`src/rtl/ssc_pkg.sv`:
```
// Shared types and constants for the same-size convolution block.
package ssc_pkg;

    // Field widths fixed by the interface.
    localparam int LEN_W    = 7;
    localparam int IDX_W    = LEN_W + 1;
    localparam int SAMPLE_W = 16;
    localparam int PROD_W   = 2 * SAMPLE_W;
    localparam int RESULT_W = 38;
    localparam int CFG_IDX_W  = 2;
    localparam int CFG_DATA_W = LEN_W;

    // Configuration register indexes.
    localparam logic [CFG_IDX_W-1:0] REG_TRACE_LENGTH   = 2'd0;
    localparam logic [CFG_IDX_W-1:0] REG_CORRELATE_MODE = 2'd1;

    // Configuration seen by the front end.
    typedef struct packed {
        logic [LEN_W-1:0] len;
        logic             corr;
    } cfg_t;

    // One row job handed from the front end to the engine.
    typedef struct packed {
        logic [LEN_W-1:0] len;
        logic [LEN_W-1:0] half;
        logic             corr;
    } job_t;

    // Engine status toward the top level.
    typedef struct packed {
        logic busy;
        logic pop;
    } eng_status_t;

endpackage

```
`src/rtl/ssc_front.sv`:
```
// Front end: accepts sample pairs, stores them and issues a job at row end.
module ssc_front #(
    parameter int MAX_LEN = 64,
    parameter int ADDR_W  = 6
) (
    input  logic                                 clk,
    input  logic                                 rst_n,
    input  ssc_pkg::cfg_t                        cfg,
    input  logic                                 hold,
    input  logic                                 item_valid,
    output logic                                 item_stall,
    input  logic signed [ssc_pkg::SAMPLE_W-1:0]  operator_sample,
    input  logic signed [ssc_pkg::SAMPLE_W-1:0]  record_sample,
    output logic                                 wr_en,
    output logic [ADDR_W-1:0]                    wr_addr,
    output logic signed [ssc_pkg::SAMPLE_W-1:0]  wr_op,
    output logic signed [ssc_pkg::SAMPLE_W-1:0]  wr_rec,
    output logic                                 job_push,
    output ssc_pkg::job_t                        job
);
    import ssc_pkg::*;

    localparam logic [LEN_W-1:0] MAX_L = LEN_W'(MAX_LEN);

    logic [LEN_W-1:0] load_count_reg;
    logic [LEN_W-1:0] load_count_next;
    logic [LEN_W-1:0] eff_len;
    logic [LEN_W-1:0] pos;
    logic [LEN_W-1:0] pos_inc;
    logic             accept;
    logic             row_done;

    // Lengths outside the legal range are clamped.
    always_comb
    begin
        if (cfg.len < LEN_W'(2))
            eff_len = LEN_W'(2);
        else if (cfg.len > MAX_L)
            eff_len = MAX_L;
        else
            eff_len = cfg.len;
    end

    assign item_stall = hold;
    assign accept     = item_valid && !item_stall;

    // Store position, kept inside the sample stores.
    assign pos      = (load_count_reg >= MAX_L) ? (MAX_L - LEN_W'(1)) : load_count_reg;
    assign pos_inc  = pos + LEN_W'(1);
    assign row_done = pos_inc >= eff_len;

    assign wr_en   = accept;
    assign wr_addr = pos[ADDR_W-1:0];
    assign wr_op   = operator_sample;
    assign wr_rec  = record_sample;

    // The pair that completes a row sends a job with the length and mode in force.
    assign job_push  = accept && row_done;
    assign job.len   = eff_len;
    assign job.half  = (eff_len >> 1) + LEN_W'(1);
    assign job.corr  = cfg.corr;

    always_comb
    begin
        load_count_next = load_count_reg;
        if (accept)
            load_count_next = row_done ? '0 : pos_inc;
    end

    always_ff @(posedge clk or negedge rst_n)
    begin
        if (!rst_n)
            load_count_reg <= '0;
        else
            load_count_reg <= load_count_next;
    end

endmodule

```
`src/rtl/ssc_job_fifo.sv`:
```
// Two-entry queue of row jobs between the front end and the engine.
module ssc_job_fifo (
    input  logic          clk,
    input  logic          rst_n,
    input  logic          push,
    input  ssc_pkg::job_t push_job,
    input  logic          pop,
    output logic          job_valid,
    output ssc_pkg::job_t job,
    output logic [1:0]    count
);
    import ssc_pkg::*;

    job_t       entry_reg [2];
    logic       wr_ptr_reg;
    logic       rd_ptr_reg;
    logic [1:0] count_reg;
    logic [1:0] count_next;

    assign job_valid = count_reg != 2'd0;
    assign job       = entry_reg[rd_ptr_reg];
    assign count     = count_reg;

    always_comb
    begin
        count_next = count_reg;
        if (push && !pop)
            count_next = count_reg + 2'd1;
        else if (pop && !push)
            count_next = count_reg - 2'd1;
    end

    // Entries carry payload only and need no reset.
    always_ff @(posedge clk)
    begin
        if (push)
            entry_reg[wr_ptr_reg] <= push_job;
    end

    always_ff @(posedge clk or negedge rst_n)
    begin
        if (!rst_n)
        begin
            wr_ptr_reg <= 1'b0;
            rd_ptr_reg <= 1'b0;
            count_reg  <= 2'd0;
        end
        else
        begin
            if (push)
                wr_ptr_reg <= !wr_ptr_reg;
            if (pop)
                rd_ptr_reg <= !rd_ptr_reg;
            count_reg <= count_next;
        end
    end

endmodule

```
`src/rtl/ssc_engine.sv`:
```
// Engine: sample stores and one shared multiply-accumulate that computes a row.
module ssc_engine #(
    parameter int MAX_LEN = 64,
    parameter int ADDR_W  = 6
) (
    input  logic                                 clk,
    input  logic                                 rst_n,
    input  logic                                 wr_en,
    input  logic [ADDR_W-1:0]                    wr_addr,
    input  logic signed [ssc_pkg::SAMPLE_W-1:0]  wr_op,
    input  logic signed [ssc_pkg::SAMPLE_W-1:0]  wr_rec,
    input  logic                                 job_valid,
    input  ssc_pkg::job_t                        job,
    output ssc_pkg::eng_status_t                 status,
    output logic                                 result_valid,
    input  logic                                 result_stall,
    output logic signed [ssc_pkg::RESULT_W-1:0]  result_sample,
    output logic                                 last_result
);
    import ssc_pkg::*;

    // Sample stores.
    logic signed [SAMPLE_W-1:0] op_mem  [MAX_LEN];
    logic signed [SAMPLE_W-1:0] rec_mem [MAX_LEN];

    // Issue stage.
    job_t              job_reg;
    logic              active_reg;
    logic              active_next;
    logic [ADDR_W-1:0] s_reg;
    logic [ADDR_W-1:0] s_next;
    logic [ADDR_W-1:0] j_reg;
    logic [ADDR_W-1:0] j_next;
    logic signed [IDX_W-1:0] s_x;
    logic signed [IDX_W-1:0] j_x;
    logic signed [IDX_W-1:0] len_x;
    logic signed [IDX_W-1:0] half_x;
    logic signed [IDX_W-1:0] idx;
    logic              idx_ok;
    logic              s_last;
    logic              j_last;
    logic              adv;
    logic              issue;
    logic              start;

    // Read stage.
    logic v1_reg, first1_reg, lastj1_reg, lastrow1_reg, ok1_reg;
    logic signed [SAMPLE_W-1:0] op_rd_reg;
    logic signed [SAMPLE_W-1:0] rec_rd_reg;

    // Product stage.
    logic v2_reg, first2_reg, lastj2_reg, lastrow2_reg, ok2_reg;
    logic signed [PROD_W-1:0] prod_reg;

    // Accumulate and output.
    logic signed [RESULT_W-1:0] acc_reg;
    logic signed [RESULT_W-1:0] sum;
    logic signed [RESULT_W-1:0] prod_ext;
    logic signed [RESULT_W-1:0] result_reg;
    logic                       last_reg;
    logic                       result_valid_reg;
    logic                       result_valid_next;

    // The whole pipeline holds while a finished result waits.
    assign adv   = !result_valid_reg || !result_stall;
    assign issue = active_reg && adv;
    assign start = !active_reg && job_valid;

    assign status.busy = active_reg;
    assign status.pop  = start;

    // Record index of the current term.
    assign s_x    = $signed({{(IDX_W - ADDR_W){1'b0}}, s_reg});
    assign j_x    = $signed({{(IDX_W - ADDR_W){1'b0}}, j_reg});
    assign len_x  = $signed({1'b0, job_reg.len});
    assign half_x = $signed({1'b0, job_reg.half});

    always_comb
    begin
        if (job_reg.corr)
            idx = s_x + half_x - $signed(IDX_W'(1)) - j_x;
        else
            idx = j_x + len_x - half_x - s_x;
    end

    assign idx_ok = !idx[IDX_W-1] && (idx < len_x);
    assign s_last = s_x == (len_x - $signed(IDX_W'(1)));
    assign j_last = j_x == (len_x - $signed(IDX_W'(1)));

    // Term and output sample counters.
    always_comb
    begin
        active_next = active_reg;
        s_next      = s_reg;
        j_next      = j_reg;
        if (start)
        begin
            active_next = 1'b1;
            s_next      = '0;
            j_next      = '0;
        end
        else if (issue)
        begin
            if (s_last)
            begin
                s_next = '0;
                if (j_last)
                    active_next = 1'b0;
                else
                    j_next = j_reg + ADDR_W'(1);
            end
            else
            begin
                s_next = s_reg + ADDR_W'(1);
            end
        end
    end

    always_ff @(posedge clk or negedge rst_n)
    begin
        if (!rst_n)
        begin
            active_reg <= 1'b0;
            s_reg      <= '0;
            j_reg      <= '0;
        end
        else
        begin
            active_reg <= active_next;
            s_reg      <= s_next;
            j_reg      <= j_next;
        end
    end

    always_ff @(posedge clk)
    begin
        if (start)
            job_reg <= job;
    end

    // Store writes from the front end.
    always_ff @(posedge clk)
    begin
        if (wr_en)
        begin
            op_mem[wr_addr]  <= wr_op;
            rec_mem[wr_addr] <= wr_rec;
        end
    end

    // Registered store reads; an out-of-range term reads any entry and is dropped later.
    always_ff @(posedge clk)
    begin
        if (issue)
        begin
            op_rd_reg  <= op_mem[s_reg];
            rec_rd_reg <= rec_mem[idx[ADDR_W-1:0]];
        end
    end

    // Pipeline valid bits.
    always_ff @(posedge clk or negedge rst_n)
    begin
        if (!rst_n)
        begin
            v1_reg <= 1'b0;
            v2_reg <= 1'b0;
        end
        else if (adv)
        begin
            v1_reg <= issue;
            v2_reg <= v1_reg;
        end
    end

    // Term tags and product.
    always_ff @(posedge clk)
    begin
        if (adv)
        begin
            first1_reg   <= s_reg == '0;
            lastj1_reg   <= s_last;
            lastrow1_reg <= s_last && j_last;
            ok1_reg      <= idx_ok;
            first2_reg   <= first1_reg;
            lastj2_reg   <= lastj1_reg;
            lastrow2_reg <= lastrow1_reg;
            ok2_reg      <= ok1_reg;
            prod_reg     <= op_rd_reg * rec_rd_reg;
        end
    end

    // Accumulate one term; the first term of a sample restarts the sum.
    assign prod_ext = {{(RESULT_W - PROD_W){prod_reg[PROD_W-1]}}, prod_reg};
    assign sum      = (first2_reg ? '0 : acc_reg) + (ok2_reg ? prod_ext : '0);

    always_ff @(posedge clk)
    begin
        if (adv && v2_reg)
        begin
            acc_reg <= sum;
            if (lastj2_reg)
            begin
                result_reg <= sum;
                last_reg   <= lastrow2_reg;
            end
        end
    end

    assign result_valid_next = (adv && v2_reg && lastj2_reg)
                             ? 1'b1 : (result_valid_reg && result_stall);

    always_ff @(posedge clk or negedge rst_n)
    begin
        if (!rst_n)
            result_valid_reg <= 1'b0;
        else
            result_valid_reg <= result_valid_next;
    end

    assign result_valid  = result_valid_reg;
    assign result_sample = result_reg;
    assign last_result   = last_reg;

endmodule

```
`src/rtl/same_size_convolution.sv`:
```
// Top level of the same-size convolution and cross-correlation block.
//
// A row of L sample pairs (L = trace_length clamped to 2..MAX_LEN) is loaded at one
// item per cycle when not stalled. The item that completes the row queues a job, and
// the engine then runs L*L terms through one shared 16x16 multiply-accumulate, one
// term per cycle while the result side does not stall, reading both sample stores
// through their single read ports. Terms pass through the read, product and accumulate
// registers, and results leave one per output sample, with last_result on the final
// one. Input is stalled while a job is queued or being issued. Configuration writes
// are always ready.
module same_size_convolution #(
    parameter int MAX_LEN = 64
) (
    input  logic                                   clk,
    input  logic                                   rst_n,
    input  logic                                   cfg_valid,
    output logic                                   cfg_ready,
    input  logic [ssc_pkg::CFG_IDX_W-1:0]          cfg_index,
    input  logic [ssc_pkg::CFG_DATA_W-1:0]         cfg_data,
    input  logic                                   item_valid,
    output logic                                   item_stall,
    input  logic signed [ssc_pkg::SAMPLE_W-1:0]    operator_sample,
    input  logic signed [ssc_pkg::SAMPLE_W-1:0]    record_sample,
    output logic                                   result_valid,
    input  logic                                   result_stall,
    output logic signed [ssc_pkg::RESULT_W-1:0]    result_sample,
    output logic                                   last_result
);
    import ssc_pkg::*;

    localparam int ADDR_W = (MAX_LEN > 1) ? $clog2(MAX_LEN) : 1;

    cfg_t              cfg_reg;
    logic              hold;
    logic              wr_en;
    logic [ADDR_W-1:0] wr_addr;
    logic signed [SAMPLE_W-1:0] wr_op;
    logic signed [SAMPLE_W-1:0] wr_rec;
    logic              job_push;
    job_t              push_job;
    logic              job_valid;
    job_t              job;
    logic [1:0]        job_count;
    eng_status_t       eng_status;

    // Configuration registers.
    assign cfg_ready = 1'b1;

    always_ff @(posedge clk or negedge rst_n)
    begin
        if (!rst_n)
        begin
            cfg_reg.len  <= LEN_W'(64);
            cfg_reg.corr <= 1'b0;
        end
        else if (cfg_valid && cfg_ready)
        begin
            case (cfg_index)
                REG_TRACE_LENGTH:   cfg_reg.len  <= cfg_data;
                REG_CORRELATE_MODE: cfg_reg.corr <= cfg_data[0];
                default:            ;
            endcase
        end
    end

    // Loading waits until the stores are no longer being read for a row.
    assign hold = job_valid || eng_status.busy;

    ssc_front #(
        .MAX_LEN (MAX_LEN),
        .ADDR_W  (ADDR_W)
    ) u_front (
        .clk             (clk),
        .rst_n           (rst_n),
        .cfg             (cfg_reg),
        .hold            (hold),
        .item_valid      (item_valid),
        .item_stall      (item_stall),
        .operator_sample (operator_sample),
        .record_sample   (record_sample),
        .wr_en           (wr_en),
        .wr_addr         (wr_addr),
        .wr_op           (wr_op),
        .wr_rec          (wr_rec),
        .job_push        (job_push),
        .job             (push_job)
    );

    ssc_job_fifo u_fifo (
        .clk       (clk),
        .rst_n     (rst_n),
        .push      (job_push),
        .push_job  (push_job),
        .pop       (eng_status.pop),
        .job_valid (job_valid),
        .job       (job),
        .count     (job_count)
    );

    ssc_engine #(
        .MAX_LEN (MAX_LEN),
        .ADDR_W  (ADDR_W)
    ) u_engine (
        .clk           (clk),
        .rst_n         (rst_n),
        .wr_en         (wr_en),
        .wr_addr       (wr_addr),
        .wr_op         (wr_op),
        .wr_rec        (wr_rec),
        .job_valid     (job_valid),
        .job           (job),
        .status        (eng_status),
        .result_valid  (result_valid),
        .result_stall  (result_stall),
        .result_sample (result_sample),
        .last_result   (last_result)
    );

    // A job is never pushed into a full queue.
    assert property (@(posedge clk) disable iff (!rst_n)
        job_push |-> job_count != 2'd2)
        else $error("job pushed into a full queue");

    // A popped job starts the engine on the next cycle.
    assert property (@(posedge clk) disable iff (!rst_n)
        eng_status.pop |=> eng_status.busy)
        else $error("engine did not start after job pop");

    // Loading stops right after a row is complete.
    assert property (@(posedge clk) disable iff (!rst_n)
        job_push |=> item_stall)
        else $error("input not stalled after row completion");

    // The engine never takes a job while it is still issuing a row.
    assert property (@(posedge clk) disable iff (!rst_n)
        eng_status.busy |-> !eng_status.pop)
        else $error("job popped while engine busy");

endmodule

```
`config.mk`:
```
export PLATFORM = sky130hd
export DESIGN_NAME = same_size_convolution
export DESIGN_NICKNAME = d
export VERILOG_FILES = /design/src/rtl/ssc_pkg.sv /design/src/rtl/ssc_front.sv /design/src/rtl/ssc_job_fifo.sv /design/src/rtl/ssc_engine.sv /design/src/rtl/same_size_convolution.sv
export SDC_FILE = /design/constraint.sdc
export NUM_CORES = 2
export LEC_CHECK = 0
export BUFFER_PORTS_ARGS = -buffer_cell sky130_fd_sc_hd__clkbuf_2
export CAP_MARGIN = 20
export CORE_ASPECT_RATIO = 0.9
export CORE_MARGIN = 3
export CORE_UTILIZATION = 50
export DETAILED_ROUTE_END_ITERATION = 6
export GPL_TIMING_DRIVEN = 0
export PLACE_DENSITY = 0.65
export REMOVE_ABC_BUFFERS = 1
export SLEW_MARGIN = 10
export SYNTH_ARGS = -nofsm -noshare
export SYNTH_HDL_FRONTEND = slang
export SYNTH_HIERARCHICAL = 1
export SYNTH_SLANG_ARGS = --single-unit
```
`constraint.sdc`:
```
create_clock -name clk -period 8.69 [get_ports clk]
set_input_delay 0.4345 -clock clk [delete_from_list [all_inputs] [get_ports clk]]
set_output_delay 0.4345 -clock clk [all_outputs]
set_load 0.01 [all_outputs]
```
==> out/qor.tcl <==
set qor(worst-r2r-cell-count) 19
set qor(detail_route.drc_violations) 0
set qor(gp_congestion) 0.823
set qor(crit_path_end_kind) {register}
set qor(ioPinCount) 88
set qor(p_leak_nw) 40.8
set qor(synthMostInstantiatedCell) {edfxtp_1}
set qor(detailedRoute.firstIterationViolations) 6047
set qor(deepest_clock_path_buffer_count) 3
set qor(async_flop_share_pct) 1.54
set qor(drt-total-wl_mm) 247
set qor(globalRouteTotalUtil_pct) 23.6
set qor(grt_max_degree) 109
set qor(die_h_um) 433
set qor(placement.cell_area_um2) 109000
set qor(grt_pass1_wl_mm) 366
set qor(synth_area_per_cell_um2) 15.3
set qor(design_area_um2) 116000
set qor(drive_above_1_share_pct) 15.6
set qor(timing.critical_path.cells) {inv_1 > fa_1 > inv_1 > fa_1 > inv_1 > ha_1 > fa_1 > mux2i_4 > buf_16 > buf_16 > buf_16 > buf_16 > inv_8 > buf_16 > a311oi_1 > a311oi_1 > a21oi_1 > a211oi_1 > a21oi_1}
set qor(cts_buffers) 217
set qor(timing.rr.start) {u_engine/s_reg[0]}
set qor(synth.lib_cells_used.distinct) 83
set qor(mapped_cell_area_um2) 101000
set qor(detail_route.vias_per_cell) 5.95
set qor(cp.required_ns) 9.10
set qor(crit_top_cell) {buf_16}
set qor(power_switching_mw) 4.35
set qor(core.rowCount) 156
set qor(number_of_antenna_violations_at_the_first_check_in_global_routing) 16
set qor(worst_hold_slack_ns) 0.00721
set qor(insertion_delay_ns) 0.88
set qor(areaGrowthSynthToFinish_pct) 14.8
set qor(ys_seq_area_share_pct) 67.2
set qor(number_of_standard_cells_in_the_final_layout_excluding_fillers) 9658
set qor(synthDominantAreaCellType) {edfxtp_1}
set qor(design.core.area_um2) 201000
set qor(post_cts_buffers) 0
set qor(initial_core_util_pct) 50.4
set qor(final_antenna_net_count) 0
set qor(critical_path.startpoint_type) {register}
set qor(whs_path_depth) 1
set qor(fin_tns_setup_ns) 0
set qor(dieWidth_um) 481
set qor(wire_per_inst_um) 25.5
set qor(hold-path-endpoint) {u_engine/rec_mem[45][9]}
set qor(total_power_mw) 21.6
set qor(r2r_slack_ns) 1.32
set qor(biggestRegsByFlops) {u_engine/op_mem (1024), u_engine/rec_mem (1024)}
set qor(cts_root_buffer) {clkbuf_16}
set qor(cp_slowest_stage_delay_ns) 0.93
set qor(tightest_slew_ns) 1.11
set qor(clk_pin_slew_ns) 0.06
set qor(combPwrFrac_pct) 1.2
set qor(final-max-slew-violation-count) 0
set qor(synth_common_cells) {2242 x edfxtp_1, 1206 x nand2_1, 373 x inv_1}
set qor(report.final.hold_viol_count) 0
set qor(fin_nets) 7265
set qor(htreeDepth) 4
set qor(crit_type) {register to register}
set qor(period_share_pct) 84.8
set qor(worst_slew_margin_rel_pct) 25.5
set qor(detailroute.via_count) 57400
set qor(post_cts_resized) 0
set qor(ffs_latches_synth) 2277
set qor(status) {finished, final reports clean}
set qor(cellInternalPower_mw) 17.2
set qor(worst_setup_margin_ns) 1.32
set qor(max_cap_violations) 0
set qor(synth_enable_flop_cells) 2242
set qor(ys.warnings.count) 6
set qor(tritoncts) {built}
set qor(hold_path.class) {primary input to register}
set qor(hold_path_startpoint) {record_sample[9]}
set qor(critPathSlowestCell) {a211oi_1}
set qor(hpwlAfterDp_mm) 155
set qor(power.density_cell_area_nw_per_um2) 185
set qor(worst-path-max-fanout) 108
set qor(final_util_pct) 57.9
set qor(post_route_minimum_period_ns) 7.37
set qor(synthCells) 6622
set qor(placed_cells_incl_taps) 9190
set qor(fillerInstances) 14900
set qor(clock_skew_ns) 0.103
set qor(die_area_um2) 208000
set qor(power.switching_fraction_pct) 20.1
set qor(cts_num_sinks) 2277
set qor(fmaxAchievable_mhz) 136
set qor(max_ir_drop_vdd_v) 0.000207
set qor(setup_repair_after_global_routing_missed_its_margin) {no}
set qor(synthDominantCellAreaShare_pct) 66.4
set qor(setup_viol) 0
set qor(synth_area_leaders) {edfxtp_1 66%, mux4_2 7.5%, fa_1 5.6%, nand2_1 4.5%, ha_1 1.9%}
set qor(port_buffers) 86
set qor(place_ws_ns) 1.47
set qor(grt_pass1_vias) 56400
set qor(detailedRoute.firstPassIterationCount) 7
set qor(synthFlopType) {edfxtp_1}
set qor(critical_path_arrival_ns) 7.79
set qor(critical_path.reg2reg.endpoint) {u_engine/rec_rd_reg[12]}
set qor(power.sequential.fraction_pct) 55.9
set qor(relative_contribution_of_the_clock_network_to_total_power_pct) 42.9
set qor(globalRoute.totalOverflow) 0
[cells in the final DEF (no fill, tap or decap), types with 30 or more instances in the layout]
master | netlist | layout
clkbuf_2 | 0 | 69
clkinv_1 | 0 | 62
o21ai_0 | 42 | 41
inv_1 | 373 | 372
clkinv_2 | 0 | 36
nor2b_1 | 50 | 49
a21o_1 | 31 | 30
nor2_1 | 139 | 75
a311oi_1 | 195 | 195
nand3_1 | 284 | 284
ha_1 | 154 | 154
nor2_4 | 0 | 64
and3_1 | 136 | 135
fa_1 | 282 | 282
mux4_2 | 336 | 336
a211oi_1 | 58 | 57
a21oi_1 | 124 | 124
buf_12 | 1 | 104
clkbuf_1 | 240 | 40
and2_1 | 159 | 158
buf_16 | 0 | 109
dfrtp_1 | 34 | 30
nand2_1 | 1206 | 1205
edfxtp_1 | 2242 | 2242
a31oi_1 | 68 | 68
xnor2_1 | 74 | 74
clkbuf_16 | 0 | 218
[layout make-up]
| type | instances | area, um2 | share of cell area [%] |
|---|---|---|---|
| inverter | 377 | 1430 | 1.23 |
| tap | 2686 | 3360 | 2.88 |
| antenna | 3 | 7.51 | 0.00644 |
| sequential | 2277 | 68200 | 58.6 |
| timing repair buffer | 335 | 5890 | 5.05 |
| multi-input combinational | 3575 | 30600 | 26.3 |
| clock inverter | 147 | 1400 | 1.21 |
| clock buffer | 258 | 5610 | 4.81 |
[worst max-delay path by stage]
stage | start | endpoint | slack (ns) | depth (start not counted)
detailed placement | u_engine/s_reg[0] | u_engine/rec_rd_reg[12] | 1.47 | 19
global placement | u_engine/s_reg[0] | u_engine/rec_rd_reg[12] | -58.66 | 14
floorplan | u_engine/s_reg[0] | u_engine/ok1_reg | -20.66 | 17
global route | u_engine/s_reg[0] | u_engine/rec_rd_reg[10] | 1.12 | 19
CTS | u_engine/s_reg[0] | u_engine/rec_rd_reg[12] | 1.41 | 19
finish | u_engine/s_reg[0] | u_engine/rec_rd_reg[12] | 1.32 | 19
[critical path, delay by kind of cell (launching register included)]
kind	cells	cell delay, ns
AOI/OAI and AO/OA	5	1.92
buffers and inverters	9	1.91
adders and majority gates	4	1.86
DFF	1	0.86
muxes	1	0.22
[metal layers]
metal	wire length (um)	global-route usage (%)	vias up
met1	102000	33.9	29600
met3	20800	4.42	403
met5	38	0	-
li1	-	-	24900
met4	6470	6.47	6
met2	117000	37.3	2478
[power groups by stage]
| stage | Combinational [mW] | Sequential, mW | Clock, mW |
|---|---|---|---|
| after floorplan | 0.0484 | 12.3 | 0 |
| after global placement | 0.196 | 12.3 | 0 |
| after detailed placement | 0.219 | 12.3 | 0 |
| after CTS | 0.223 | 12.1 | 9.39 |
| after global routing | 0.292 | 12.1 | 9.85 |
| final | 0.267 | 12.1 | 9.25 |
[logic make-up (layout without fill, tap and decap cells)]
kind of cell / count (synthesis) / in the layout / share of synthesized area (%)
compound gates: 618 / 618 / 4.39
flops: 2277 / 2277 / 67.2
buf+inv: 770 / 1117 / 3.18
fa+ha+maj: 436 / 436 / 7.46
simple gates: 2052 / 2052 / 9.01
other cells: 2 / 5 / 0.00740
xor+xnor: 106 / 106 / 0.956
mux: 361 / 361 / 7.77
[timing repair]
| item | CTS | global route |
|---|---|---|
| endpoints found under the hold margin | 44 | 212 |
| setup endpoints to repair | 0 | 0 |
| hold buffers | 11 | 16 |
No activity file was read; power rests on OpenSTA's default activity.
